File: src/skb_pkg.sv
// Types and constants of the sorted key binary search block.
package skb_pkg;

	localparam int KEY_W     = 32;
	localparam int IDX_W     = 10;
	localparam int POS_W     = 10;
	localparam int CNT_W     = 11;
	localparam int DEPTH_DEF = 1024;

	localparam logic CMD_LOAD   = 1'b0;
	localparam logic CMD_SEARCH = 1'b1;

	typedef struct packed {
		logic             command;
		logic [IDX_W-1:0] load_index;
		logic [KEY_W-1:0] load_key;
		logic [KEY_W-1:0] search_key;
	} skb_req_t;

	typedef struct packed {
		logic             found;
		logic [POS_W-1:0] position;
	} skb_rsp_t;

	typedef struct packed {
		logic busy;
		logic done;
	} skb_status_t;

endpackage

File: src/skb_search_ctrl.sv
// Search sequencer: one probe per cycle, comparing the read key and halving the window.
module skb_search_ctrl import skb_pkg::*; #(
	parameter int TABLE_DEPTH = DEPTH_DEF,
	parameter int AW          = $clog2(TABLE_DEPTH),
	parameter int CW          = $clog2(TABLE_DEPTH + 1)
) (
	input  logic             clk,
	input  logic             arst_n,
	input  logic             start,
	input  logic [KEY_W-1:0] key,
	input  logic [CW-1:0]    limit,
	output logic             rd_en,
	output logic [AW-1:0]    rd_addr,
	input  logic [KEY_W-1:0] rd_data,
	output skb_rsp_t         result,
	output skb_status_t      status
);

	typedef enum logic {
		ST_IDLE,
		ST_PROBE
	} state_t;

	state_t           state_q, state_n;
	logic [CW-1:0]    lo_q, hi_q, lo_n, hi_n;
	logic [AW-1:0]    mid_q, mid_n;
	logic [KEY_W-1:0] key_q, key_n;
	logic             done;

	// floor((lo + hi - 1) / 2) of the half-open window [lo, hi); caller guarantees lo < hi
	function automatic logic [AW-1:0] mid_of(input logic [CW-1:0] lo, input logic [CW-1:0] hi);
		logic [CW:0] s;
		s = {1'b0, lo} + {1'b0, hi} - (CW+1)'(1);
		return AW'(s >> 1);
	endfunction

	always_comb begin
		state_n = state_q;
		lo_n    = lo_q;
		hi_n    = hi_q;
		mid_n   = mid_q;
		key_n   = key_q;
		rd_en   = 1'b0;
		rd_addr = mid_q;
		done    = 1'b0;
		result  = '0;
		unique case (state_q)
			ST_IDLE: begin
				if (start) begin
					if (limit == '0) begin
						done = 1'b1;
					end else begin
						lo_n    = '0;
						hi_n    = limit;
						mid_n   = mid_of('0, limit);
						key_n   = key;
						rd_en   = 1'b1;
						rd_addr = mid_n;
						state_n = ST_PROBE;
					end
				end
			end
			ST_PROBE: begin
				if (rd_data == key_q) begin
					done            = 1'b1;
					result.found    = 1'b1;
					result.position = POS_W'(mid_q);
					state_n         = ST_IDLE;
				end else begin
					if (key_q < rd_data) begin
						hi_n = CW'(mid_q);
					end else begin
						lo_n = CW'(mid_q) + CW'(1);
					end
					if (lo_n < hi_n) begin
						mid_n   = mid_of(lo_n, hi_n);
						rd_en   = 1'b1;
						rd_addr = mid_n;
					end else begin
						done    = 1'b1;
						state_n = ST_IDLE;
					end
				end
			end
			default: begin
				state_n = ST_IDLE;
			end
		endcase
	end

	always_ff @(posedge clk or negedge arst_n) begin
		if (!arst_n) begin
			state_q <= ST_IDLE;
		end else begin
			state_q <= state_n;
		end
	end

	always_ff @(posedge clk) begin
		lo_q  <= lo_n;
		hi_q  <= hi_n;
		mid_q <= mid_n;
		key_q <= key_n;
	end

	assign status.busy = (state_q == ST_PROBE);
	assign status.done = done;

endmodule

File: config.mk
export PLATFORM = sky130hd
export DESIGN_NAME = skb_search_ctrl
export DESIGN_NICKNAME = d
export VERILOG_FILES = /design/src/skb_pkg.sv /design/src/skb_search_ctrl.sv
export SDC_FILE = /design/constraint.sdc
export NUM_CORES = 1
export LEC_CHECK = 0
export ABC_CLOCK_PERIOD_IN_PS = 12990
export BUFFER_PORTS_ARGS = -buffer_cell sky130_fd_sc_hd__buf_2
export CORE_UTILIZATION = 50
export CTS_CLUSTER_DIAMETER = 100
export CTS_CLUSTER_SIZE = 30
export DETAILED_ROUTE_END_ITERATION = 10
export PLACE_DENSITY_LB_ADDON = 0.15
export SLEW_MARGIN = 10
export SYNTH_ARGS = -nofsm -noshare
export SYNTH_HDL_FRONTEND = slang
export SYNTH_SLANG_ARGS = --single-unit
File: constraint.sdc
create_clock -name clk -period 12.99 [get_ports clk]
set_input_delay 1.299 -clock clk [delete_from_list [all_inputs] [get_ports clk]]
set_output_delay 1.299 -clock clk [all_outputs]
set_load 0.03 [all_outputs]
After elaboration in Yosys (flattened, before gate mapping)
Index checks and enable logic that the tools add are counted.
{"block": "totals", "output_inout_bits": 24, "word_cells": 51, "ff_bits": 65, "in_bits": 78}
{"block": "classes", "reduce_logical": 3, "eq_ne": 4, "n_bitwise": 2, "addsub": 4, "magnitude_cmp": 2, "mux": 31}
{"operator": "$mux 11", "count": 14}
{"operator": "$pmux 11 s2", "count": 2}
{"operator": "$mux 10", "count": 4}
{"operator": "$eq 32x32->1", "count": 1}
{"operator": "$lt 32x32->1", "count": 1}
{"operator": "$sub 11x1->11 const B", "count": 2}
{"operator": "$pmux 10 s2", "count": 1}
{"operator": "$add 10x1->11 const B", "count": 1}
{"operator": "$add 11x11->11", "count": 1}
{"operator": "$logic_not 11->1", "count": 1}
{"operator": "$lt 11x11->1", "count": 1}
{"operator": "$mux 1", "count": 8}
{"operator": "$ne 2x2->1 const B", "count": 3}
{"operator": "$reduce_and 3->1", "count": 2}
{"operator": "$pmux 1 s2", "count": 2}
{"operator": "$not 1->1", "count": 2}

Depth between registers and ports, before layout
Gate-level depths: netlist of run 1.
{"block": "depth", "ltp_word": 9, "mapped_depth": 22, "ltp_nobuf": 21}

Least setup slack after synthesis of run 1
Ideal clock, no wire load.
{"block": "synth_timing", "path_type": "input -> output", "startpoint": "in rd_data[14]", "endpoint": "out rd_addr[9]", "path_buffers": 2, "slack_ps": 6096, "t_arrival_ps": 5595, "t_required_ps": 11691, "path_stages": 20, "cell_sequence": "inv_1 -> ha_1 -> a21oi_2 -> nand2_1 -> a221o_1 -> o31a_1 -> nor2_1 -> buf_2 -> clkbuf_1 -> a21oi_1 -> inv_1 -> ha_1 -> a211oi_1 -> o21ai_0 -> o211ai_1 -> a21oi_1 -> nor3_1 -> o21a_1 -> a21oi_1 -> o211ai_1"}
{"block": "synth_between", "elab_chain_cells": 9, "elab_cells_between_ends": 14, "cone_classes": "add/sub (2); order compare (2); eq/ne (1); mux (9)"}
{"element": "start: declaration", "line_no": "skb_search_ctrl.sv:14", "rtl": "input logic [KEY_W-1:0] rd_data,"}
{"element": "$lt 32x32->1", "line_no": "skb_search_ctrl.sv:70", "rtl": "if (key_q < rd_data) begin"}
{"element": "$mux 11", "line_no": "skb_search_ctrl.sv:70"}
{"element": "$mux 11", "line_no": "skb_search_ctrl.sv:64", "rtl": "if (rd_data == key_q) begin"}
{"element": "$mux 11", "line_no": "skb_search_ctrl.sv:47", "rtl": "unique case (state_q)"}
{"element": "$add 11x11->11", "line_no": "skb_search_ctrl.sv:33", "rtl": "s = {1'b0, lo} + {1'b0, hi} - (CW+1)'(1);"}
{"element": "$sub 11x1->11", "line_no": "skb_search_ctrl.sv:33"}
{"element": "$mux 10", "line_no": "skb_search_ctrl.sv:75", "rtl": "if (lo_n < hi_n) begin"}
{"element": "$mux 10 (*)", "line_no": "skb_search_ctrl.sv:64"}
{"element": "$pmux 10 s2 (*)"}
{"element": "end: declaration", "line_no": "skb_search_ctrl.sv:13", "rtl": "output logic [AW-1:0] rd_addr,"}
Mark *: on every way between the ends. The rest lies on a longest branch, timed or not. The select of a mux whose other input is x is not followed.

Final worst setup path of run 1
{"block": "layout_timing", "startpoint": "in rd_data[14]", "endpoint": "out rd_addr[3]"}
Same word-level chain as after synthesis.

==> out/qor.txt, run 1 <==
Status: completed
Asr flop ratio synth: 1.538%
CP Class: in -> out
WP data required: 11,690 ps
Syn_nets: 586
Top post-synthesis cells by area: edfxtp_1 37%, ha_1 18%, inv_1 4.9%, nor2_1 4.7%, a21oi_1 4.6%
CTS buffer count: 9
Initial antenna violation count: 0
Initial Utilization: 52.83%
DRC: 0
CTS tree: done
Tmin final: 7411 ps
Die footprint: 0.009236 mm2
Slew headroom: 29.50%
Final Max Tran Viols: 0
Final Non-Filler Cells: 659
Worst Setup End Kind: primary output
Number of antenna repair diodes: 0
CP max FO: 29
Fill count: 715
Post-synth EDFFs: 54
H-Tree Level Count: 3
Final Util: 62.93%
Core ar.: 0.008382 mm2
Worst Clk Skew: 4.981 ps
CP bufs+invs: 5
# Post-CTS Setup Buffers: 0
Worst skew pair latency: 340 ps
Grt total ovfl: 0
Vias per Instance: 5.434
Routed vias: 3,581
Final hold violation count: 0
Sequential area share after synthesis: 41.71%
Global-route wire length before repair: 16,150 um
Synthesized area per cell: 9.951 um2
GRT Util Overall: 23.38%
Mapped Area: 0.004428 mm2
Cell variety after synth: 45
Count leader, synth: ha_1
RSZ-0062 raised after global routing: no
Post-route cell area: 0.005275 mm2
Dominant cell type by area after synthesis: edfxtp_1
Die H: 96.11 um
Clk sink count: 65
YS warnings: 0
ANT nets after route: 0
IO Pins: 102
Synthesized flop and latch total: 65
Synthesized netlist cell count: 445
Max incr delay on CP: 570 ps
Fmax achieved: 134.9 MHz
Cell row count: 33
DRT Pass-1 Iters: 4
Hold Path Class: reg -> reg
Maximum clock path buffer count: 2
Placed inst area: 0.005040 mm2
PostCTS Resize Cnt: 0
Post-synth top cells: 62 x ha_1, 58 x inv_1, 56 x nor2_1
Final Cycle Share: 57.06%
Share of cells above drive strength 1: 23.10%
Slowest cell on the critical path: nor3_1
Worst setup SP type: input pin
Vias in the first global route: 3,470
Kind of cell adding the most delay to the critical path: compound AO/OA/AOI/OAI gates
MaxCap Viol Count: 0
Slew @ Worst Pin: 1055 ps
Synth top area share: 36.62%
Inst Count DP: 643
Largest net degree at the start of global routing: 34
Synth-to-Final Area Change: 19.13%
Clock-pin slew on the worst setup and hold paths: 70 ps
Buffers on Ports: 101
GPL Wtd Cong: 0.9016
Finish-stage setup viols: 0
Final net count: 690
Wirelength per Cell: 15.39 um
Initial drt markers: 167
Synth Flop Type: edfxtp_1
Die Wd: 96.11 um
Post-CTS Hold Buffers: 0
Crit path DAT: 6110 ps
CP Cell Sequence: buf_2 > inv_1 > ha_1 > a21oi_2 > nand2_1 > a221o_1 > o31a_1 > nor2_2 > buf_4 > nor2_1 > a21oi_1 > inv_1 > ha_1 > a211oi_1 > o21ai_0 > o211ai_1 > a21oi_1 > nor3_1 > o21a_1 > a211oi_4 > a221o_1 > buf_2
Setup TNS Final: 0 ps
CTS root buffer: clkbuf_8
Routed WL: 10,140 um
Detailed placer's ending HPWL: 7803 um
## cell families after synthesis
logic type / synth area share, %
simple gates: 13.03
compound gates: 13.76
buf+inv: 6.216
flops: 41.71
fa+ha+maj: 17.97
xor+xnor: 4.352
mux: 2.967
## flip-flops by register name, indices dropped and copies added, names as in the netlist
signal and cells:
state_q 1, hi_q 11, lo_q 11, mid_q 10, key_q 32
## layout make-up
class / count / area [um2] / share of cell area, %
Clock buffer: 11 / 131.4 / 2.491
Tap cell: 105 / 131.4 / 2.491
Inverter: 58 / 217.7 / 4.127
Multi-Input combinational cell: 310 / 2308 / 43.76
Clock inverter: 5 / 103.9 / 1.969
Timing Repair Buffer: 105 / 535.5 / 10.15
Sequential cell: 65 / 1847 / 35.01
## metal layers
| metal | global-route usage, % | up-vias | wire length [um] |
|---|---|---|---|
| met1 | 28.71 | 1655 | 4422 |
| met4 | 7.836 | 0 | 159 |
| met2 | 40.37 | 120 | 4743 |
| met3 | 5.213 | 15 | 814 |
| met5 | 0 | - | 0 |
| li1 | - | 1791 | - |
## layout by cell type, fill, tap and decap left out, drive strengths merged, types with 2 or more instances in the layout
cell type,Yosys,final
nand4,9,9
nor3,7,7
mux2i,12,12
clkbuf,8,11
edfxtp,54,54
xnor2,13,13
xor2,9,9
a221o,9,9
and2,10,10
and3,3,3
a22oi,2,2
o211ai,6,6
nand3,8,8
dfxtp,10,10
or3,3,3
nor4,4,4
nand2b,4,4
o311a,2,2
a21oi,42,42
inv,58,58
a211oi,3,3
o21ai,12,12
nand2,17,17
bufinv,0,3
a21o,5,5
ha,62,62
nor2,56,56
buf,4,105
clkinv,0,2
## final timing paths
check	from	slack, ps	depth (start not counted)	to
max	rd_data[14]	5580	22	rd_addr[3]
min	lo_q[2]	620	2	lo_q[2]
max reg2reg	key_q[14]	7970	19	mid_q[3]
min reg2reg	lo_q[2]	620	2	lo_q[2]
max in group asynchronous	arst_n	12190	1	state_q
min in group asynchronous	arst_n	710	1	state_q
## worst reg2reg max path, cell delays in order (launching register included)
cell and delay, ps:
edfxtp_1 380, ha_1 330, a21oi_2 150, nand2_1 60, a221o_1 340, o31a_1 410, nor2_2 110, buf_4 350
nor2_1 100, a21oi_1 240, inv_1 80, ha_1 330, a211oi_1 270, o21ai_0 130, o211ai_1 100, a21oi_1 90
nor3_1 570, o21a_1 330, a211oi_4 110, a221o_1 430
## through the flow
| step | hold slack (ps) | setup WS [ps] |
|---|---|---|
| 2_1_floorplan | 561.4 | 6096 |
| 3_3_place_gp | 594.7 | 5841 |
| 3_5_place_dp | 602.0 | 5571 |
| 4_1_cts | 618.1 | 5582 |
| 5_1_grt | 659.2 | 5212 |
| 6_report | 619.2 | 5579 |
Power of run 1 is left out: the tool's default activity adds up to more than one toggle a clock period on the data nets, which glitch-free logic cannot reach.
==> run 2, diff against run 1 <==
Settings changed: ABC_CLOCK_PERIOD_IN_PS 12990 to 6300.
Clock period 12.99 ns to 6.3 ns, I/O delays scaled along.
==> run 2 against run 1 <==
  * Critical path depth shrank 4
  * Highest routed layer unchanged
  * Routed wire length grew 1.7%
  * Design area shrank 0.64%
  * Hold slack lost 580 ps
  * First-iteration DRC count shrank 26%
  * Clock skew grew 2.7 ps
  * Non-clock buffer count grew 3
  * Cell count grew 0.15%
  * Count of clock-buffer cells in the layout shrank 1
  * Die area is the same
==> out/qor.txt, run 2 (same netlist as run 1, synthesis figures left out) <==
Final Max Tran Viols: 0
Worst reg2reg setup slack: 1470 ps
Cell repeated most along the worst path: ha_1
CTS root buffer: clkbuf_8
Detailed placer's ending HPWL: 7989 um
GPL Wtd Cong: 0.8680
Buffers on Ports: 101
Commonest cells after routing, fill and taps aside: 101 x buf_2, 62 x ha_1, 58 x inv_1
Largest net degree at the start of global routing: 33
Final net count: 693
Initial drt markers: 124
Status: completed
ANT nets after route: 0
Finish-stage setup viols: 0
Vias in the first global route: 3,528
Largest Register: key_q
Synth-to-Final Area Change: 18.37%
Cell row count: 33
Clock-pin slew on the worst setup and hold paths: 70 ps
Slew @ Worst Pin: 1019 ps
H-Tree Level Count: 3
Routed WL: 10,310 um
IO Pins: 102
Initial Utilization: 52.83%
Maximum clock path buffer count: 2
Worst setup SP type: flip-flop
DRC: 0
Share of cells above drive strength 1: 23.24%
DRT Pass-1 Iters: 5
Number of antenna repair diodes: 0
Worst skew pair latency: 340 ps
Max incr delay on CP: 450 ps
Final hold violation count: 0
Final Cycle Share: 93.21%
Reg2reg path depth: 17
Biggest regs: key_q: 32 flops, hi_q: 11 flops, lo_q: 11 flops
Global-route wire length before repair: 16,170 um
RSZ-0062 raised after global routing: no
Crit path DAT: 5240 ps
Worst setup path start: key_q[14]
GRT Util Overall: 23.43%
Worst Setup End Kind: primary output
CP Class: reg -> out
Routed vias: 3,558
Die footprint: 0.009236 mm2
Die Wd: 96.11 um
Slowest cell on the critical path: nor4_1
Grt total ovfl: 0
CP Cell Sequence: ha_1 > nand4_1 > nor4_1 > a21boi_0 > o31a_1 > nor2_4 > buf_4 > a21oi_1 > inv_1 > ha_1 > ha_1 > o21ai_0 > a21oi_1 > nor4_1 > nor3_1 > a41oi_1 > o211ai_1 > buf_2
Fill count: 733
Wirelength per Cell: 15.62 um
Vias per Instance: 5.391
Tmin final: 5872 ps
Die H: 96.11 um
Hold Path Class: in -> async
RR Startpoint: key_q[14]
Core ar.: 0.008382 mm2
R2R Path End: mid_q[7]
CTS tree: done
Slew headroom: 31.89%
Initial antenna violation count: 0
Fmax achieved: 170.3 MHz
CP max FO: 17
CTS buffer count: 9
Largest register FFs: 32
Worst Clk Skew: 7.716 ps
Most common cell after layout, fill and taps aside: buf_2
# Post-CTS Setup Buffers: 0
Setup TNS Final: 0 ps
MaxCap Viol Count: 0
WP data required: 5670 ps
Clk sink count: 65
## run 2: how the worst max path moves through the flow
stage	endpoint	slack [ps]
floorplan	rd_addr[9]	740
global placement	rd_addr[9]	270
detailed placement	rd_addr[8]	200
CTS	rd_addr[8]	180
global route	rd_addr[9]	6
finish	rd_addr[9]	430
## run 2: layer usage
metal  up-vias  track usage [%]  routed length, um
met5         -                0                  0
met4         0            8.831                123
met3         7            4.344                599
met2       110            41.55               4959
met1      1648            28.00               4625
li1       1793                -                  -
## run 2: through the flow
step	hold slack (ps)	std cells	setup WS, ps	util (%)	cell area [um2]
floorplan	334.4	445	743.6	-	4428
detailed placement	405.8	646	202.2	60.40	5062
CTS	31.95	660	175.7	62.47	5236
finish	42.30	660	427.7	62.53	5241
global placement	405.0	646	267.3	60.40	5062
global route	32.41	660	6.145	62.53	5241
## run 2: area by class of cell
cell class / count / area, um2 / share of cell area, %
clock inverter: 4 / 46.29 / 0.8833
tap: 105 / 131.4 / 2.507
timing repair buffer: 108 / 558.0 / 10.65
clock buffer: 10 / 127.6 / 2.435
multi-input combinational: 310 / 2313 / 44.14
sequential: 65 / 1847 / 35.24
inverter: 58 / 217.7 / 4.154
## run 2: what timing repair did
| item | in CTS | in global routing |
|---|---|---|
| resized for setup | 0 | 1 |
| endpoints found under the setup margin | 0 | 10 |
| hold buffers | 0 | 0 |
## run 2: worst max-delay path, delay by kind of cell, from the launching register on
| kind | cells | cell delay (ps) |
|---|---|---|
| adders and majority gates | 3 | 990 |
| DFF | 1 | 390 |
| and+or+nand+nor | 5 | 1250 |
| buffers and inverters | 3 | 570 |
| AOI/OAI and AO/OA | 7 | 1680 |
Power of run 2 is left out for the same reason.
